`src/sv/krt_pkg.sv`:
```
// ----------------------------------------------------------------------------
// krt_pkg
// Shared types, codes and sizes of the keyed record table.
// ----------------------------------------------------------------------------
`default_nettype none

package krt_pkg;

   localparam int TABLE_DEPTH_DEFAULT = 16;

   localparam int KEY_W     = 32;
   localparam int PAYLOAD_W = 64;
   localparam int CMD_W     = 2;
   localparam int STATUS_W  = 3;
   localparam int POS_W     = 4;
   localparam int COUNT_W   = 5;

   localparam int REQ_DATA_W = 96;
   localparam int RSP_DATA_W = 80;

   localparam logic [CMD_W-1:0] CMD_INSERT = 2'd0;
   localparam logic [CMD_W-1:0] CMD_UPDATE = 2'd1;
   localparam logic [CMD_W-1:0] CMD_DELETE = 2'd2;
   localparam logic [CMD_W-1:0] CMD_LOOKUP = 2'd3;

   localparam logic [STATUS_W-1:0] ST_OK        = 3'd0;
   localparam logic [STATUS_W-1:0] ST_DUPLICATE = 3'd1;
   localparam logic [STATUS_W-1:0] ST_FULL      = 3'd2;
   localparam logic [STATUS_W-1:0] ST_NOT_FOUND = 3'd3;
   localparam logic [STATUS_W-1:0] ST_INVALID   = 3'd4;

   localparam int RSP_STATUS_LSB  = 0;
   localparam int RSP_POS_LSB     = RSP_STATUS_LSB + STATUS_W;
   localparam int RSP_DATA_LSB    = RSP_POS_LSB + POS_W;
   localparam int RSP_COUNT_LSB   = RSP_DATA_LSB + PAYLOAD_W;

   typedef struct packed {
      logic [KEY_W-1:0]     key;
      logic [PAYLOAD_W-1:0] payload;
   } entry_type;

endpackage

`default_nettype wire

```
`src/sv/krt_mem.sv`:
```
// ----------------------------------------------------------------------------
// krt_mem
// Record memory: one write port, one read port with registered read data.
// ----------------------------------------------------------------------------
`default_nettype none

module krt_mem #(
   parameter int TABLE_DEPTH = krt_pkg::TABLE_DEPTH_DEFAULT,
   parameter int IW          = (TABLE_DEPTH > 1) ? $clog2(TABLE_DEPTH) : 1
) (
   input  wire logic                clock,
   input  wire logic                wr_en,
   input  wire logic [IW-1:0]       wr_addr,
   input  wire krt_pkg::entry_type  wr_entry,
   input  wire logic [IW-1:0]       rd_addr,
   output      krt_pkg::entry_type  rd_entry
);

   krt_pkg::entry_type mem [TABLE_DEPTH];
   krt_pkg::entry_type rd_entry_ff;

   always_ff @(posedge clock) begin
      if (wr_en) begin
         mem[wr_addr] <= wr_entry;
      end
      rd_entry_ff <= mem[rd_addr];
   end

   assign rd_entry = rd_entry_ff;

endmodule

`default_nettype wire

```
`src/sv/keyed_record_table.sv`:
```
// ----------------------------------------------------------------------------
// keyed_record_table
// Table of keyed records in insertion order with insert, update, delete and
// lookup, each preceded by a linear key search; key zero is rejected.
// ----------------------------------------------------------------------------
// One request is handled at a time. A request runs from its transfer to its
// result through a key search (one record memory read per valid entry up to
// a hit), then compare, act and output; key zero skips the search. A delete
// that hits the last entry just drops it; any other delete that hits moves
// each later entry down one place, one at a time, since the shift runs
// through the one read port and one write port of the record memory. A new
// request is taken while the previous result still waits on the output.
`default_nettype none

module keyed_record_table #(
   parameter int TABLE_DEPTH = krt_pkg::TABLE_DEPTH_DEFAULT
) (
   input  wire logic                            clock,
   input  wire logic                            reset,
   input  wire logic                            req_tvalid,
   output      logic                            req_tready,
   // [31:0] key, [95:32] payload
   input  wire logic [krt_pkg::REQ_DATA_W-1:0]  req_tdata,
   // [1:0] command
   input  wire logic [krt_pkg::CMD_W-1:0]       req_tuser,
   output      logic                            rsp_tvalid,
   input  wire logic                            rsp_tready,
   // [2:0] status, [6:3] position, [70:7] data_out, [75:71] entry_count
   output      logic [krt_pkg::RSP_DATA_W-1:0]  rsp_tdata
);

   localparam int CW = $clog2(TABLE_DEPTH + 1);
   localparam int IW = (TABLE_DEPTH > 1) ? $clog2(TABLE_DEPTH) : 1;

   localparam logic [2:0] S_IDLE  = 3'd0;
   localparam logic [2:0] S_SRCH  = 3'd1;
   localparam logic [2:0] S_ACT   = 3'd2;
   localparam logic [2:0] S_SHIFT = 3'd3;
   localparam logic [2:0] S_DONE  = 3'd4;

   logic [2:0]                          state_ff, state_in;
   logic [krt_pkg::CMD_W-1:0]           cmd_ff, cmd_in;
   logic [krt_pkg::KEY_W-1:0]           key_ff, key_in;
   logic [krt_pkg::PAYLOAD_W-1:0]       pay_ff, pay_in;
   logic [CW-1:0]                       count_ff, count_in;
   logic [CW-1:0]                       scan_ff, scan_in;
   logic                                chk_ff, chk_in;
   logic                                hit_ff, hit_in;
   logic [IW-1:0]                       hpos_ff, hpos_in;
   logic [krt_pkg::STATUS_W-1:0]        st_ff, st_in;
   logic [IW-1:0]                       rpos_ff, rpos_in;
   logic [krt_pkg::PAYLOAD_W-1:0]       rdat_ff, rdat_in;
   logic [CW-1:0]                       sh_ff, sh_in;
   logic                                pend_ff, pend_in;
   logic [IW-1:0]                       wptr_ff, wptr_in;
   logic                                rsp_valid_ff, rsp_valid_in;
   logic [krt_pkg::RSP_DATA_W-1:0]      rsp_data_ff, rsp_data_in;

   logic [CW-1:0]                       scan_dec;
   logic [CW:0]                         sh_next;
   logic                                wr_en;
   logic [IW-1:0]                       wr_addr;
   krt_pkg::entry_type                  wr_entry;
   logic [IW-1:0]                       rd_addr;
   krt_pkg::entry_type                  rd_entry;

   krt_mem #(
      .TABLE_DEPTH (TABLE_DEPTH),
      .IW          (IW)
   ) u_mem (
      .clock    (clock),
      .wr_en    (wr_en),
      .wr_addr  (wr_addr),
      .wr_entry (wr_entry),
      .rd_addr  (rd_addr),
      .rd_entry (rd_entry)
   );

   assign scan_dec = scan_ff - CW'(1);
   assign sh_next  = {1'b0, sh_ff} + (CW+1)'(1);

   always_comb begin
      state_in     = state_ff;
      cmd_in       = cmd_ff;
      key_in       = key_ff;
      pay_in       = pay_ff;
      count_in     = count_ff;
      scan_in      = scan_ff;
      chk_in       = 1'b0;
      hit_in       = hit_ff;
      hpos_in      = hpos_ff;
      st_in        = st_ff;
      rpos_in      = rpos_ff;
      rdat_in      = rdat_ff;
      sh_in        = sh_ff;
      pend_in      = 1'b0;
      wptr_in      = wptr_ff;
      rsp_valid_in = rsp_valid_ff && !rsp_tready;
      rsp_data_in  = rsp_data_ff;
      wr_en        = 1'b0;
      wr_addr      = wptr_ff;
      wr_entry     = rd_entry;
      rd_addr      = scan_ff[IW-1:0];
      req_tready   = 1'b0;

      unique case (state_ff)
         S_IDLE: begin
            req_tready = 1'b1;
            if (req_tvalid) begin
               cmd_in  = req_tuser;
               key_in  = req_tdata[krt_pkg::KEY_W-1:0];
               pay_in  = req_tdata[krt_pkg::KEY_W +: krt_pkg::PAYLOAD_W];
               scan_in = '0;
               hit_in  = 1'b0;
               if (req_tdata[krt_pkg::KEY_W-1:0] == '0) begin
                  st_in    = krt_pkg::ST_INVALID;
                  rpos_in  = '0;
                  rdat_in  = '0;
                  state_in = S_DONE;
               end else begin
                  state_in = S_SRCH;
               end
            end
         end
         S_SRCH: begin
            if (chk_ff && rd_entry.key == key_ff) begin
               hit_in   = 1'b1;
               hpos_in  = scan_dec[IW-1:0];
               rdat_in  = rd_entry.payload;
               state_in = S_ACT;
            end else if (scan_ff >= count_ff) begin
               hit_in   = 1'b0;
               state_in = S_ACT;
            end else begin
               rd_addr = scan_ff[IW-1:0];
               scan_in = scan_ff + CW'(1);
               chk_in  = 1'b1;
            end
         end
         S_ACT: begin
            st_in    = krt_pkg::ST_OK;
            rpos_in  = hpos_ff;
            state_in = S_DONE;
            unique case (cmd_ff)
               krt_pkg::CMD_INSERT: begin
                  rdat_in = '0;
                  if (hit_ff) begin
                     st_in = krt_pkg::ST_DUPLICATE;
                  end else if (count_ff >= CW'(TABLE_DEPTH)) begin
                     st_in   = krt_pkg::ST_FULL;
                     rpos_in = '0;
                  end else begin
                     wr_en            = 1'b1;
                     wr_addr          = count_ff[IW-1:0];
                     wr_entry.key     = key_ff;
                     wr_entry.payload = pay_ff;
                     count_in         = count_ff + CW'(1);
                     rpos_in          = count_ff[IW-1:0];
                  end
               end
               krt_pkg::CMD_UPDATE: begin
                  rdat_in = '0;
                  if (hit_ff) begin
                     wr_en            = 1'b1;
                     wr_addr          = hpos_ff;
                     wr_entry.key     = key_ff;
                     wr_entry.payload = pay_ff;
                  end else begin
                     st_in   = krt_pkg::ST_NOT_FOUND;
                     rpos_in = '0;
                  end
               end
               krt_pkg::CMD_DELETE: begin
                  rdat_in = '0;
                  if (hit_ff) begin
                     sh_in    = CW'(hpos_ff);
                     state_in = S_SHIFT;
                  end else begin
                     st_in   = krt_pkg::ST_NOT_FOUND;
                     rpos_in = '0;
                  end
               end
               krt_pkg::CMD_LOOKUP: begin
                  if (!hit_ff) begin
                     st_in   = krt_pkg::ST_NOT_FOUND;
                     rpos_in = '0;
                     rdat_in = '0;
                  end
               end
               default: begin
                  state_in = S_DONE;
               end
            endcase
         end
         S_SHIFT: begin
            // move entry sh+1 down to sh; the write lands in the cycle after its read
            if (pend_ff) begin
               wr_en    = 1'b1;
               wr_addr  = wptr_ff;
               wr_entry = rd_entry;
            end
            if (sh_next < {1'b0, count_ff}) begin
               rd_addr = sh_next[IW-1:0];
               pend_in = 1'b1;
               wptr_in = sh_ff[IW-1:0];
               sh_in   = sh_next[CW-1:0];
            end else if (!pend_ff) begin
               count_in = count_ff - CW'(1);
               state_in = S_DONE;
            end
         end
         S_DONE: begin
            if (!rsp_valid_ff || rsp_tready) begin
               rsp_valid_in = 1'b1;
               rsp_data_in  = '0;
               rsp_data_in[krt_pkg::RSP_STATUS_LSB +: krt_pkg::STATUS_W] = st_ff;
               rsp_data_in[krt_pkg::RSP_POS_LSB +: krt_pkg::POS_W] =
                  krt_pkg::POS_W'(rpos_ff);
               rsp_data_in[krt_pkg::RSP_DATA_LSB +: krt_pkg::PAYLOAD_W] = rdat_ff;
               rsp_data_in[krt_pkg::RSP_COUNT_LSB +: krt_pkg::COUNT_W] =
                  krt_pkg::COUNT_W'(count_ff);
               state_in = S_IDLE;
            end
         end
         default: begin
            state_in = S_IDLE;
         end
      endcase
   end

   always_ff @(posedge clock) begin
      if (reset) begin
         state_ff     <= S_IDLE;
         count_ff     <= '0;
         chk_ff       <= 1'b0;
         pend_ff      <= 1'b0;
         rsp_valid_ff <= 1'b0;
      end else begin
         state_ff     <= state_in;
         count_ff     <= count_in;
         chk_ff       <= chk_in;
         pend_ff      <= pend_in;
         rsp_valid_ff <= rsp_valid_in;
      end
   end

   always_ff @(posedge clock) begin
      cmd_ff      <= cmd_in;
      key_ff      <= key_in;
      pay_ff      <= pay_in;
      scan_ff     <= scan_in;
      hit_ff      <= hit_in;
      hpos_ff     <= hpos_in;
      st_ff       <= st_in;
      rpos_ff     <= rpos_in;
      rdat_ff     <= rdat_in;
      sh_ff       <= sh_in;
      wptr_ff     <= wptr_in;
      rsp_data_ff <= rsp_data_in;
   end

   assign rsp_tvalid = rsp_valid_ff;
   assign rsp_tdata  = rsp_data_ff;

endmodule

`default_nettype wire

```
`config.mk`:
```
export PLATFORM = sky130hd
export DESIGN_NAME = keyed_record_table
export DESIGN_NICKNAME = d
export VERILOG_FILES = /design/src/sv/krt_pkg.sv /design/src/sv/krt_mem.sv /design/src/sv/keyed_record_table.sv
export SDC_FILE = /design/constraint.sdc
export NUM_CORES = 2
export LEC_CHECK = 0
export CAP_MARGIN = 20
export CORE_MARGIN = 1.5
export CORE_UTILIZATION = 66
export CTS_BUF_LIST = sky130_fd_sc_hd__clkbuf_4
export CTS_CLUSTER_DIAMETER = 40
export DETAILED_ROUTE_END_ITERATION = 16
export DONT_BUFFER_PORTS = 1
export PLACE_DENSITY = 0.91
export RECOVER_POWER = 25
export SYNTH_ARGS = -nofsm -noshare
export SYNTH_HDL_FRONTEND = slang
export SYNTH_SLANG_ARGS = --single-unit
```
`constraint.sdc`:
```
create_clock -name clock -period 8.2 [get_ports clock]
set_input_delay 0.41 -clock clock [delete_from_list [all_inputs] [get_ports clock]]
set_output_delay 0.41 -clock clock [all_outputs]
set_load 0.02 [all_outputs]
```
==> results.yml <==
yosys:
  ys_types: 52
  synthTopCellsByArea: "edfxtp_1 76%, mux2i_1 11%, o22ai_1 3.4%"
  yosysMostFrequentCell: "edfxtp_1"
  synthArstFlopShare: 0
  synth_edf_count: 1800
  yosysTopAreaCell: "edfxtp_1"
  ys_ff_latch: 1907
  synth_commonest_cells: "1800 x edfxtp_1, 774 x mux2i_1, 384 x o22ai_1"
  avgSynthCellArea_um2: 18.73
  syn_area_um2: 71200
  synth-main-ff-cell: "edfxtp_1"
  yosysWarnings: 0
  synthCells: 3801
  yosysSeqAreaShare: 0.7893
  synth_top_area_frac: 0.7592
outcome:
  violations: "antenna violations, max-capacitance violations, max-slew violations"
  outcome: "complete, but fails checks"
floorplan:
  core_area_um2: 107100
  die_y_um: 331.4
  dieArea_um2: 109900
  die_w_um: 331.4
  start_util: 0.6651
  io_pins: 184
  rows: 120
routing:
  routedWlPerCell_um: 33.76
  ant_nets: 1
  vias: 43420
  drc: 0
  drt_iter0_drc: 7836
  wl_mm: 206.2
  via_per_inst: 7.111
  first_pass_iters: 8
worst_hold_path:
  hold_path_class: "primary input to flip-flop"
sta:
  rsz0062_at_grt: "no"
  maxSlewHeadroom: -2.283
  slew_viol_final: 244
  finalHoldViolations: 0
  tns_ns: 0
  min_period_ns: 7.047
  timing.fmax_ghz: 0.1419
  finClkSkew_ns: 0.1706
  worst_pin_slew_ns: 4.925
  setup_viol: 0
  fin_crit_sh: 0.8594
pwr:
  vdd_drop_max_uv: 365.6
  p_leak_nw: 29.44
  p_total_mw: 28.57
  p_per_area_nw_per_um2: 353.3
clock_network:
  cts_tree: "yes"
  cts_made_buffers: 456
  clk_latency_ns: 1.40
  cts_buffer_depth: 4
  cts_sinks: 1907
  cts_max_level: 5
  clock_tree.root_cell: "clkbuf_4"
  clk_pin_slew_ns: 0.09
worst_setup_path:
  cp_max_fo: 52
  arrival_ns: 7.98
  crit_chain: "or3b_2 -> nor2_1 -> o21a_4 -> clkbuf_1 -> buf_4 -> mux2_2"
  critPathMaxStageDelay_ns: 2.91
  crit_slowest_cell: "clkbuf_1"
  startpoint_type: "flip-flop"
  endpoint_kind: "flip-flop"
  cp.required_ns: 9.13
  path_class: "flip-flop to flip-flop"
global_route:
  grt_max_degree: 123
  first_global_vias: 44780
  globalRoute.totalOverflow: 0
  grt_pass1_wl_mm: 291.6
  antenna_found_initial: 8
  grt_use_total: 0.3679
place:
  dp_cells: 5071
  place_area_um2: 72970
  portBuffers: 0
  place_hpwl_mm: 81.59
  routabilityCongestion: 0.8360
cells_and_area:
  nFillCells: 5062
  design_area_um2: 80860
  area_growth_pct: 13.58
  layout-drive-gt1-share: 0.1862
  final_cells: 6106
  final_nets: 4452
  finish.utilization: 0.7554
job:
  cap_violations: 6
[through the flow]
stage	setup slack [ns]	hold WS [ns]
floorplan	1.338	0.4003
global placement	2.788	0.4018
detailed placement	2.491	0.4045
CTS	2.299	0.1867
global route	1.248	0.2150
finish	1.153	0.2430
[area by class of cell]
class,count,area [um2],area share
Clock inverter,129,674.4,0.008340
Multi-Input combinational cell,1685,14280,0.1766
Inverter,12,45.04,0.0005570
Tap cell,1403,1755,0.02171
Timing Repair Buffer,272,2746,0.03396
Clock buffer,684,5135,0.06350
Antenna cell,14,35.03,0.0004332
Sequential cell,1907,56190,0.6949
[flip-flops by register name (all words and copies together), names as in the netlist]
register	cells
u_mem.mem	1536
u_mem.rd_entry	96
rsp_tdata	76
pay_ff	64
rdat_ff	64
key_ff	32
count_ff	5
scan_ff	5
sh_ff	5
hpos_ff	4
rpos_ff	4
wptr_ff	4
st_ff	3
state_ff	3
cmd_ff	2
chk_ff	1
hit_ff	1
pend_ff	1
rsp_tvalid	1
[layout by cell type, fill, tap and decap left out, drive strengths merged, types with 56 or more instances in the layout]
cell type    netlist  final
edfxtp          1800   1800
mux2i            774    774
clkbuf           107    689
o22ai            384    384
dlygate4sd3        0    206
clkinv             0    119
dfxtp            107    107
mux2             100    100
or4               97     97
and2              69     69
buf               93     61
nor2              56     56
[path summary, 6_finish.rpt]
check / from / endpoint / slack (ns) / cells past startpoint
worst max-delay path: state_ff[1]$_SDFFE_PP0P_ / u_mem.mem[0][12]$_DFFE_PP_ / 1.15 / 6
worst min-delay path: req_tdata[82] / pay_ff[50]$_DFFE_PP_ / 0.24 / 2
worst max register to register: state_ff[1]$_SDFFE_PP0P_ / u_mem.mem[0][12]$_DFFE_PP_ / 1.15 / 6
worst min register to register: rdat_ff[13]$_SDFFCE_PN0P_ / rsp_tdata[20]$_DFFE_PP_ / 0.36 / 0
[cells by family (layout without fill, tap and decap cells)]
group                      count (synthesis)  count (layout)  share of synthesized area
DFF                                     1907            1907                     0.7893
xor gates and xnor gates                  46              46                   0.005659
and+or+nand+nor                          310             310                    0.02573
muxes                                    874             874                     0.1246
adders and majority gates                 16              16                   0.002917
buffers and inverters                    212            1097                    0.01295
AOI/OAI and AO/OA                        435             435                    0.03879
other                                      1              18                 0.00005267
[power breakdown]
group          internal [mW]  total (mW)  switching, mW
Clock                   3.97        8.14           4.17
Sequential              12.7        13.3          0.582
Combinational           2.33        7.12           4.80
[routing by layer]
metal | part of all wire | GRT usage
met5 | 0.00021 | 0
met4 | 0.079 | 0.2715
met3 | 0.14 | 0.09208
met2 | 0.47 | 0.5940
met1 | 0.31 | 0.4316
[repair_timing]
action,in CTS,in global routing
resized for setup,0,0
buffers inserted,0,0
hold buffers,206,0
hold endpoints to repair,193,0
[critical path: cells and delay by family (launching register included)]
family | cells | cell delay (ns)
compound gates | 1 | 0.23
flops | 1 | 0.49
mux | 1 | 0.57
buf+inv | 2 | 4.18
simple gates | 2 | 1.18
(Power assumes the default switching activity.)
